### src/sv/skt_pkg.sv
`default_nettype none

package skt_pkg;

    // Request codes carried on the req_type field.
    localparam logic REQ_INSERT = 1'b0;
    localparam logic REQ_SEARCH = 1'b1;

    typedef enum logic [1:0] {
        ST_IDLE,
        ST_COMPARE,
        ST_COMMIT
    } t_state;

    // Control broadcast from the sequencer to every cell of the chain.
    typedef struct packed {
        logic capture;   // register the compare results against the request key
        logic or_equal;  // compare as key <= request key instead of key < request key
        logic shift;     // open a slot at the boundary and move the upper cells up by one
    } t_cell_ctrl;

endpackage

`default_nettype wire

### src/sv/skt_cell.sv
`default_nettype none

module skt_cell #(
    parameter int KEY_BITS = 32,
    parameter int TAG_BITS = 16,
    parameter int POS_W    = 9,
    parameter int INDEX    = 0
) (
    input  wire logic                i_clk,
    input  wire logic                i_rst_n,
    input  wire skt_pkg::t_cell_ctrl i_ctrl,
    input  wire logic [KEY_BITS-1:0] i_key,
    input  wire logic [TAG_BITS-1:0] i_tag,
    input  wire logic [POS_W-1:0]    i_count,
    input  wire logic                i_left_flag,
    input  wire logic [KEY_BITS-1:0] i_left_key,
    input  wire logic [TAG_BITS-1:0] i_left_tag,
    output logic                     o_flag,
    output logic                     o_bound,
    output logic                     o_hit,
    output logic [KEY_BITS-1:0]      o_key,
    output logic [TAG_BITS-1:0]      o_tag
);
    import skt_pkg::*;

    localparam logic [POS_W-1:0] IDX = POS_W'(INDEX);

    logic [KEY_BITS-1:0] r_key;
    logic [TAG_BITS-1:0] r_tag;
    logic                r_flag;
    logic                r_eq;
    logic                w_valid;
    logic                w_at_edge;
    logic                n_flag;
    logic                n_eq;

    // A cell holds a record when its place is below the fill count.
    assign w_valid   = i_count > IDX;
    // The first cell, or a cell whose left neighbor lies below the boundary.
    assign w_at_edge = (INDEX == 0) || i_left_flag;

    always_comb begin
        n_eq   = w_valid && (r_key == i_key);
        n_flag = w_valid && (i_ctrl.or_equal ? (r_key <= i_key) : (r_key < i_key));
    end

    always_ff @(posedge i_clk) begin
        if (!i_rst_n) begin
            r_flag <= 1'b0;
            r_eq   <= 1'b0;
        end else if (i_ctrl.capture) begin
            r_flag <= n_flag;
            r_eq   <= n_eq;
        end
    end

    always_ff @(posedge i_clk) begin
        if (i_ctrl.shift && !r_flag) begin
            if (w_at_edge) begin
                r_key <= i_key;
                r_tag <= i_tag;
            end else begin
                r_key <= i_left_key;
                r_tag <= i_left_tag;
            end
        end
    end

    assign o_flag  = r_flag;
    assign o_bound = w_at_edge && !r_flag;
    // First equal record: the boundary cell, when its key equals the request key.
    assign o_hit   = r_eq && w_at_edge && !r_flag;
    assign o_key   = r_key;
    assign o_tag   = r_tag;

endmodule

`default_nettype wire

### config.mk
export PLATFORM = sky130hd
export DESIGN_NAME = skt_cell
export DESIGN_NICKNAME = d
export VERILOG_FILES = /design/src/sv/skt_pkg.sv /design/src/sv/skt_cell.sv
export SDC_FILE = /design/constraint.sdc
export NUM_CORES = 1
export LEC_CHECK = 0
export ABC_AREA = 1
export ABC_CLOCK_PERIOD_IN_PS = 7500
export BUFFER_PORTS_ARGS = -buffer_cell sky130_fd_sc_hd__buf_2
export CORE_AREA = 2 2 78 80
export DETAILED_ROUTE_END_ITERATION = 7
export DIE_AREA = 0 0 80 82
export GPL_TIMING_DRIVEN = 0
export PLACE_DENSITY = 0.83
export SKIP_LAST_GASP = 1
export SYNTH_ARGS = -nofsm -noshare
export SYNTH_HDL_FRONTEND = slang
export SYNTH_SLANG_ARGS = --single-unit
### constraint.sdc
create_clock -name i_clk -period 7.5 [get_ports i_clk]
set_input_delay 1.875 -clock i_clk [delete_from_list [all_inputs] [get_ports i_clk]]
set_output_delay 1.875 -clock i_clk [all_outputs]
set_load 0.05 [all_outputs]
[After elaboration in Yosys (flattened, before gate mapping)]
Index checks and enable logic that the tools add are counted.
Word-level totals
  bits of input ports: 111
  output and inout bits: 51
  flip-flop bits (word level): 50
Operators by class
  magnitude comparators: 3
  mux-type cells: 1
  equal/unequal tests: 1
  reduce and logical (&&, ||, !) cells: 5
Operators with widths (number)
  equality test 32 bit: 1
  less-or-equal comparator 32 bit: 1
  < comparator 32 bit: 1
  > comparator 9 x 1 -> 1 bit (second input constant): 1
  logical AND 1 bit: 4
  zero test 1 bit: 1
  two-way mux 1 bit: 1

[Longest topological paths before layout]
Gate-level depths: netlist of the first run.
  depth after elaboration: 3
  mapped depth: 14
  gate-level depth less buffers: 14

[Worst setup path before layout of the first run]
No wires, ideal clock.
  path type: input-to-reg
  start point: input port i_ctrl[0] in the netlist's numbering
  end point: register r_key[0], in the netlist o_key[0], enable pin
  path slack: 3.114 ns
  cell stages on the path: 2
  required time: 7.045 ns
  arrival: 3.932 ns
  cell sequence: inv_1 > nor2_1
Between the ends
  word-level cells in the longest chain between the ends: 1
Ends and longest elaborated chain
  start, declared: line skt_cell.sv:11  | input wire skt_pkg::t_cell_ctrl i_ctrl,
  logical AND 1 bit: line skt_cell.sv:58  | if (i_ctrl.shift && !r_flag) begin
  end signal, assigned: line skt_cell.sv:60  | r_key <= i_key;
  end signal, assigned: line skt_cell.sv:63  | r_key <= i_left_key;
  end, declared: line skt_cell.sv:28  | logic [KEY_BITS-1:0] r_key;
No other way between the ends.
A chain may end at the register's enable or synchronous reset.

[Worst setup path in the final report of the first run]
  start point: register r_flag, in the netlist o_flag
  end point: output port o_hit
Between the ends
  word-level cells in the longest chain between the ends: 2
Ends and longest elaborated chain
  start, declared: line skt_cell.sv:30  | logic r_flag;
  start signal, assigned: line skt_cell.sv:52  | r_flag <= n_flag;
  zero test 1 bit: line skt_cell.sv:72  | assign o_hit = r_eq && w_at_edge && !r_flag;
  logical AND 1 bit: line skt_cell.sv:72
  end, declared: line skt_cell.sv:20  | output logic o_hit,
No other way between the ends.

==> metrics.csv, run 1 <==
stage;metric;value;unit
outcome;status;finished, final reports clean;
timing;slew_headroom;0.495;
finish;n_antenna_cell;0;
global_route;track_usage;0.148;
place;dp_hpwl;3920;um
finish;final_cell_mix;112 x buf_2, 48 x edfxtp_1, 43 x inv_1;
synth;synth_area_leaders;edfxtp_1 58%, ha_1 16%, inv_1 6.5%;
finish;fin_nets;481;
synth;ys_warn_count;0;
critical_path;required;5.62;ns
floorplan;die-area;6560;um2
clock_tree;holdBufCountCts;0;
synth;synthesis.area;2480;um2
place;dp_cells;406;
finish;drive_gt1_frac;0.396;
drt;final_antenna_net_count;0;
flow_run;cap_violations;0;
clock_tree;cts.sinks;50;
clock_tree;htree_levels;2;
finish;final_common_cell;buf_2;
critical_path;path_cells;nor2_1 -> buf_2;
pwr;peakVddDrop;0.137;mV
clock_tree;cts_tree;built;
synth;syn_inst;218;
finish;area_growth;31.9;%
critical_path;cp_max_fo;4;
clock_tree;post-cts-setup-buffers;0;
global_route;antenna_found_initial;0;
floorplan;io_pins;162;
clock_tree;clkLatencyLatePin;0.29;ns
clock_tree;cts_made_buffers;5;
drt;wl_per_cell;11.3;um
critical_path;worstSetupPathType;reg -> out;
timing;tightest_slew;0.756;ns
synth;syn_nets;361;
drt;wirelength;4670;um
pwr;power_density;205;nW/um2
global_route;grt_pass1_vias;1783;
drt;dr.pass1.iters;4;
synth;synth.top_cell.area_share;0.581;
global_route;overflow;0;
pwr;p_leak;0.00164;uW
floorplan;die_w;80;um
critical_path;rr_worst_depth;9;
critical_path;critPathSlowestCell;dfxtp_1;
worst_hold_path;whs_path_depth;4;
critical_path;end_kind;output port;
timing;fin_crit_sh;0.387;
clock_tree;clk_pin_slew_worst_paths;0.09;ns
worst_hold_path;min_path_type;reg -> reg;
timing;final.setup.worst_slack;4.60;ns
floorplan;core-area;5750;um2
timing;post-route-min-period;2.90;ns
critical_path;start_kind;flip-flop;
synth;ys_seq_area_frac;0.597;
floorplan;fp-row-count;28;
timing;max_freq;0.344;GHz
place;portBuffers;112;
floorplan;floorplan.initialDensity;0.432;
place;place_congestion;0.740;
clock_tree;ctsLongestPathBuffers;2;
finish;fillers;513;
finish;fin_cells;413;
timing;hold_viol_final;0;
synth;synth_area_leader_cell;edfxtp_1;
drt;drc;0;
synth;yosysUniqueCellTypes;19;
global_route;grt_max_degree;26;
timing;rsz0062_at_grt;no;
clock_tree;cts_root_buf;clkbuf_8;
synth;syn_area_per_cell;11.4;um2
timing;tns;0;ns
pwr;p_total;672;uW
drt;num_vias;1845;
critical_path;arrival;1.03;ns
timing;setup_viol;0;
timing;slew_viol_final;0;
global_route;grt_pass1_wl;7430;um
critical_path;max_stage_delay;0.36;ns
clock_tree;cts-resized-gates;0;
synth;ys_ff_latch;50;
timing;fin_skew;0.00815;ns
drt;drt_iter0_markers;54;
floorplan;die_h;82;um
place;dp_slack;4.32;ns
drt;viasPerCell;4.47;
==> critical path, delay by kind of cell, from the launching register on <==
family	cells	cell delay, ns
flops	1	0.36
buf+inv	1	0.26
simple gates	1	0.11
==> report_power, final <==
part	internal [uW]	switching [uW]	total [uW]
clock	96.5	82.7	179
combinational	46.5	111	157
sequential	328	7.81	336
total	471	201	672
==> synthesized netlist by cell type (all sizes together) <==
master   n
a21o     2
a21oi   15
dfxtp    2
edfxtp  48
ha      32
inv     44
nand2   42
nand3    2
nand3b   1
nor2    25
o21a     2
o21ai    3
==> stage by stage <==
step                hold slack (ns)  cell area (um2)   util
finish                        0.579             3270  0.569
detailed placement            0.567             3170  0.552
floorplan                     0.536             2480      -
global placement              0.556             3130  0.546
global route                  0.608             3270  0.569
CTS                           0.581             3270  0.569
==> flip-flops by register name, indices dropped and copies added, names as in the netlist <==
register,flops
o_key,32
o_tag,16
o_flag,1
r_eq,1
==> routing by layer <==
layer,up-vias,track usage,share of wire
met5,-,0,0
met4,0,0.0407,0.0056
met3,2,0.0560,0.092
met2,73,0.267,0.50
met1,811,0.165,0.40
li1,959,-,-
==> cell type report <==
cell class / instances / area (um2) / area share
flip-flops and latches: 50 / 1480 / 0.453
multi-input cells: 124 / 841 / 0.257
repair buffers: 113 / 588 / 0.180
inverters: 44 / 165 / 0.0505
well taps: 75 / 93.8 / 0.0287
clock buffers: 5 / 68.8 / 0.0210
clock inverters: 2 / 33.8 / 0.0103
==> final timing paths <==
kind         startpoint     end  slack, ns
max reg2reg   o_key[15]  o_flag       5.94
max              o_flag   o_hit       4.60
min                r_eq    r_eq       0.58
min reg2reg        r_eq    r_eq       0.58
==> cells by family after synthesis <==
kind of cell               Yosys count  synth area share
and+or+nand+nor                     70             0.123
DFF                                 50             0.597
buffers and inverters               44            0.0666
adders and majority gates           32             0.161
AOI/OAI and AO/OA                   22            0.0520
Note: power is estimated with default switching activity, not from simulation.
==> inputs of run 2 (changes only) <==
- ABC_CLOCK_PERIOD_IN_PS: 7500 -> 2500
- CORE_AREA: 2 2 78 80 -> 2 2 84 86
- DIE_AREA: 0 0 80 82 -> 0 0 86 88
- PLACE_DENSITY: 0.83 -> 0.76
- clock period: 7.5 -> 2.5 ns (I/O delays scaled with it)
==> metrics.csv, run 2 (same netlist as run 1, synthesis figures left out) <==
stage;metric;value;unit;change
pwr;p_total;2040;uW;+200%
pwr;p_seq_frac;0.493;;-0.007
clock_tree;cts.sinks;50;;unchanged
critical_path;required;1.88;ns;-3.74 ns
worst_hold_path;min-delay-start;i_tag[3];;
finish;fillers;631;;+23%
clock_tree;clkLatencyLatePin;0.30;ns;about the same
critical_path;rr_worst_depth;9;;unchanged
pwr;power_density;622;nW/um2;+200%
timing;tightest_slew;0.760;ns;+0.00461 ns
finish;fin_nets;481;;unchanged
critical_path;cp_max_fo;4;;unchanged
global_route;track_usage;0.132;;-0.0166
clock_tree;htree_levels;2;;unchanged
clock_tree;cts-resized-gates;0;;unchanged
floorplan;die-area;7570;um2;+15%
timing;fin_skew;0.00711;ns;-0.00103 ns
clock_tree;clk_pin_slew_worst_paths;0.09;ns;about the same
flow_run;cap_violations;0;;unchanged
drt;final_antenna_net_count;0;;unchanged
pwr;p_comb_frac;0.231;;-0.003
floorplan;io_pins;162;;unchanged
drt;drc;0;;unchanged
global_route;grt_pass1_vias;1847;;+3.6%
outcome;status;finished, final reports clean;;
critical_path;cp-startpoint;o_flag;;
timing;whs;0.496;ns;-0.0829 ns
critical_path;r2r_start;o_key[15];;
place;dp_cells;411;;+1.2%
drt;viasPerCell;4.45;;-0.42%
critical_path;end_kind;output port;;
worst_hold_path;whs_path_depth;1;;-3
floorplan;core-area;6640;um2;+16%
timing;slew_viol_final;0;;unchanged
finish;drive_gt1_frac;0.398;;+0.00178
timing;slew_headroom;0.492;;-0.00308
drt;wirelength;4900;um;+4.8%
place;place_area;3180;um2;+0.20%
floorplan;die_w;86;um;+7.5%
critical_path;arrival;1.02;ns;about the same
timing;final.setup.worst_slack;0.854;ns;-3.74 ns
finish;final_common_cell;buf_2;;
global_route;overflow;0;;unchanged
pwr;clockPowerShare;0.275;;+0.008
finish;final_cell_mix;112 x buf_2, 48 x edfxtp_1, 43 x inv_1;;
clock_tree;cts_root_buf;clkbuf_8;;
timing;hold_viol_final;0;;unchanged
pwr;p_sw;620;uW;+210%
clock_tree;cts_made_buffers;5;;unchanged
critical_path;start_kind;flip-flop;;
critical_path;r2r_slack;0.91;ns;-5.03 ns
clock_tree;post-cts-setup-buffers;0;;unchanged
timing;post-route-min-period;1.65;ns;
global_route;antenna_found_initial;0;;unchanged
floorplan;floorplan.initialDensity;0.373;;-0.0584
drt;drt_iter0_markers;39;;-28%
floorplan;fp-row-count;30;;+7.1%
drt;wl_per_cell;11.7;um;+3.3%
place;portBuffers;112;;unchanged
drt;dr.pass1.iters;4;;unchanged
place;place_congestion;0.771;;+4.1%
pwr;peakVddDrop;0.340;mV;+150%
worst_hold_path;holdPathEnd;o_tag[3];;
clock_tree;holdBufCountCts;0;;unchanged
pwr;switching_share;0.303;;+0.00432
pwr;p_int;1420;uW;+200%
drt;num_vias;1864;;+1.0%
critical_path;rr_endpoint;o_flag;;
timing;max_freq;0.607;GHz;
pwr;p_leak;0.00164;uW;about the same
clock_tree;ctsLongestPathBuffers;2;;unchanged
worst_hold_path;min_path_type;in -> reg;;
finish;n_antenna_cell;0;;unchanged
floorplan;die_h;88;um;+7.3%
clock_tree;cts_tree;built;;
finish;fin_cells;419;;+1.5%
place;dp_slack;0.525;ns;-3.79 ns
global_route;grt_max_degree;26;;unchanged
global_route;grt_pass1_wl;7750;um;+4.3%
place;dp_hpwl;4030;um;+2.9%
finish;final_area;3290;um2;+0.42%
finish;largest_register_ffs;32;;unchanged
timing;setup_viol;0;;unchanged
timing;rsz0062_at_grt;no;;
critical_path;worstSetupPathType;reg -> out;;
timing;fin_crit_sh;0.659;;
finish;area_growth;32.5;%;
==> run 2: changes by cell type in the layout (fill, tap and decap cells not counted) <==
| cell | change |
|---|---|
| clkbuf_1 | +1 |
| clkinv_1 | -1 |
| clkinvlp_4 | +1 |
==> run 2: through the flow <==
step / utilization / TNS, ns
after floorplan: - / 0
after global placement: 0.473 / -19.13
after detailed placement: 0.478 / 0
after CTS: 0.495 / 0
after global routing: 0.495 / 0
final: 0.495 / 0
==> run 2: worst max-delay path, stage by stage, from the launching register on <==
cell     delay, ns
dfxtp_1       0.36
nor2_1        0.11
buf_2         0.26
==> run 2: layer usage <==
| layer | GRT usage | vias up | wire length [um] |
|---|---|---|---|
| li1 | - | 956 | - |
| met1 | 0.149 | 833 | 2070 |
| met2 | 0.229 | 73 | 2330 |
| met3 | 0.0556 | 2 | 472 |
| met4 | 0.0375 | 0 | 24 |
| met5 | 0 | - | 0 |
==> run 2: layout make-up <==
| type | count | area, um2 | share of cell area |
|---|---|---|---|
| clock buffer | 6 | 72.6 | 0.0221 |
| timing repair buffer | 113 | 588 | 0.179 |
| multi-input combinational | 124 | 841 | 0.256 |
| clock inverter | 2 | 37.5 | 0.0114 |
| tap | 80 | 100 | 0.0305 |
| inverter | 44 | 165 | 0.0503 |
| sequential | 50 | 1480 | 0.451 |
==> run 2: worst max path at each step <==
stage                     end  slack, ns
CTS                     o_hit       0.84
finish                  o_hit       0.85
detailed placement   o_tag[5]       0.52
floorplan            o_key[0]       0.19
global placement    o_key[24]      -0.40
global route           o_flag       0.72
==> run 2: power by group through the flow <==
| stage | Sequential [uW] | Clock, uW | Combinational, uW |
|---|---|---|---|
| final | 1010 | 562 | 473 |
| after global routing | 1010 | 615 | 519 |
| after CTS | 1010 | 592 | 480 |
| after detailed placement | 1030 | 0 | 479 |
| after global placement | 1030 | 0 | 459 |
| after floorplan | 1210 | 0 | 144 |
==> inputs of run 3 (changes only) <==
- ABC_CLOCK_PERIOD_IN_PS: 2500 -> 1500
- clock period: 2.5 -> 1.5 ns (I/O delays scaled with it)
==> metrics.csv, run 3 (same netlist as run 1, synthesis figures left out) <==
stage;metric;value;unit;change
outcome;status;finished, violations left;;
outcome;violations;setup timing;;
drt;wl_per_cell;12.3;um;+5.5%
critical_path;end_kind;output port;;
global_route;track_usage;0.136;;+0.00384
clock_tree;cts_made_buffers;5;;unchanged
timing;post-route-min-period;1.55;ns;
finish;multi_input_area;1030;um2;+22%
critical_path;worstSetupPathType;reg -> out;;
finish;fin_util;0.520;;+0.0254
critical_path;path_cells;inv_1 -> buf_2;;
floorplan;floorplan.initialDensity;0.373;;unchanged
drt;final_antenna_net_count;0;;unchanged
finish;final_common_cell;buf_2;;
global_route;antenna_found_initial;0;;unchanged
place;place_congestion;0.723;;-6.2%
finish;area_growth;39.3;%;
critical_path;crit_buf_inv;2;;+1
timing;whs;0.240;ns;-0.256 ns
finish;largest_register_ffs;32;;unchanged
critical_path;arrival;1.18;ns;+0.16 ns
place;dp_hpwl;3890;um;-3.6%
clock_tree;cts_tree;built;;
timing;tns;-0.154;ns;-0.154 ns
clock_tree;cts_root_buf;clkbuf_8;;
timing;max_freq;0.645;GHz;
critical_path;cp_max_fo;5;;+1
floorplan;io_pins;162;;unchanged
clock_tree;htree_levels;2;;unchanged
timing;rsz0062_at_grt;yes;;
drt;dr.pass1.iters;4;;unchanged
pwr;peakVddDrop;0.533;mV;+57%
finish;fillers;604;;-4.3%
drt;drt_iter0_markers;49;;+26%
critical_path;max_stage_delay;0.54;ns;+0.18 ns
timing;tightest_slew;0.703;ns;-0.0576 ns
critical_path;critPathSlowestCell;dfxtp_1;;
pwr;p_total;3330;uW;+63%
clock_tree;clk_pin_slew_worst_paths;0.10;ns;about the same
timing;setup_viol;5;;+5
flow_run;cap_violations;0;;unchanged
global_route;grt_pass1_vias;1848;;+0.054%
global_route;overflow;0;;unchanged
place;portBuffers;112;;unchanged
finish;n_antenna_cell;0;;unchanged
floorplan;die-area;7570;um2;unchanged
timing;hold_viol_final;0;;unchanged
timing;final.setup.worst_slack;-0.0511;ns;-0.905 ns
global_route;grt_pass1_wl;8020;um;+3.5%
critical_path;crit_family;flip-flops;;
drt;wirelength;5210;um;+6.5%
critical_path;start_kind;flip-flop;;
finish;fin_nets;485;;+0.83%
clock_tree;holdBufCountCts;0;;unchanged
worst_hold_path;min_path_type;in -> reg;;
finish;drive_gt1_frac;0.464;;+0.0653
finish;final_cell_mix;112 x buf_2, 48 x edfxtp_1, 43 x inv_1;;
finish;regArea;1480;um2;unchanged
timing;fin_skew;0.00960;ns;+0.00249 ns
timing;slew_viol_final;0;;unchanged
floorplan;die_w;86;um;unchanged
timing;fin_crit_sh;1.03;;
timing;slew_headroom;0.530;;+0.0385
floorplan;die_h;88;um;unchanged
pwr;p_leak;0.00165;uW;+0.65%
clock_tree;ctsLongestPathBuffers;2;;unchanged
clock_tree;clkLatencyLatePin;0.30;ns;about the same
drt;drc;0;;unchanged
floorplan;core-area;6640;um2;unchanged
clock_tree;cts.sinks;50;;unchanged
drt;viasPerCell;4.43;;-0.41%
pwr;power_density;964;nW/um2;+55%
drt;num_vias;1874;;+0.54%
floorplan;fp-row-count;30;;unchanged
critical_path;required;1.12;ns;-0.76 ns
global_route;grt_max_degree;25;;-3.8%
-- run 3: area by class of cell --
cell class	count	area share
sequential	50	0.429
multi-input combinational	125	0.298
timing repair buffer	116	0.171
inverter	44	0.0478
tap	80	0.0290
clock buffer	5	0.0199
clock inverter	3	0.00580
-- run 3: worst paths after layout --
path               end       from  depth (start not counted)  slack [ns]
min          o_tag[13]  i_tag[13]                          1        0.24
min reg2reg       r_eq       r_eq                          4        0.58
max reg2reg     o_flag  o_key[13]                          9       -0.04
max            o_bound     o_flag                          2       -0.05
-- run 3: repair_timing --
item | in CTS | in global routing
gates resized for setup | 4 | 17
buffers inserted | 1 | 3
endpoints found under the setup margin | 50 | 5
pin swaps | 3 | 24
cloned | 1 | 0
-- run 3: power by group --
| group | switching, uW | total, uW | internal (uW) | leakage [uW] |
|---|---|---|---|---|
| logic | 584 | 851 | 267 | 0.00113 |
| clock network | 455 | 784 | 329 | 0.0000422 |
| registers | 50.8 | 1690 | 1640 | 0.000479 |
| total | 1090 | 3330 | 2240 | 0.00165 |
-- run 3: layer usage --
layer	up-vias	routed length, um	GRT usage
met4	0	26	0.0390
li1	968	-	-
met5	-	0	0
met2	73	2620	0.232
met1	831	2090	0.160
met3	2	484	0.0518
-- run 3: worst reg2reg max path, delay by kind of cell, from the launching register on --
kind	cells	cell delay [ns]
adder cells (fa/ha/maj)	1	0.29
flip-flops	1	0.44
AO/OA/AOI/OAI	2	0.17
AND/OR/NAND/NOR	6	0.58
-- run 3: per-stage QoR --
stage | instances | cell area [um2] | worst slack [ns]
floorplan | 218 | 2520 | -0.224
global placement | 410 | 3180 | -0.428
detailed placement | 410 | 3180 | -0.483
CTS | 420 | 3300 | -0.0867
global route | 423 | 3450 | -0.148
finish | 423 | 3450 | -0.0511
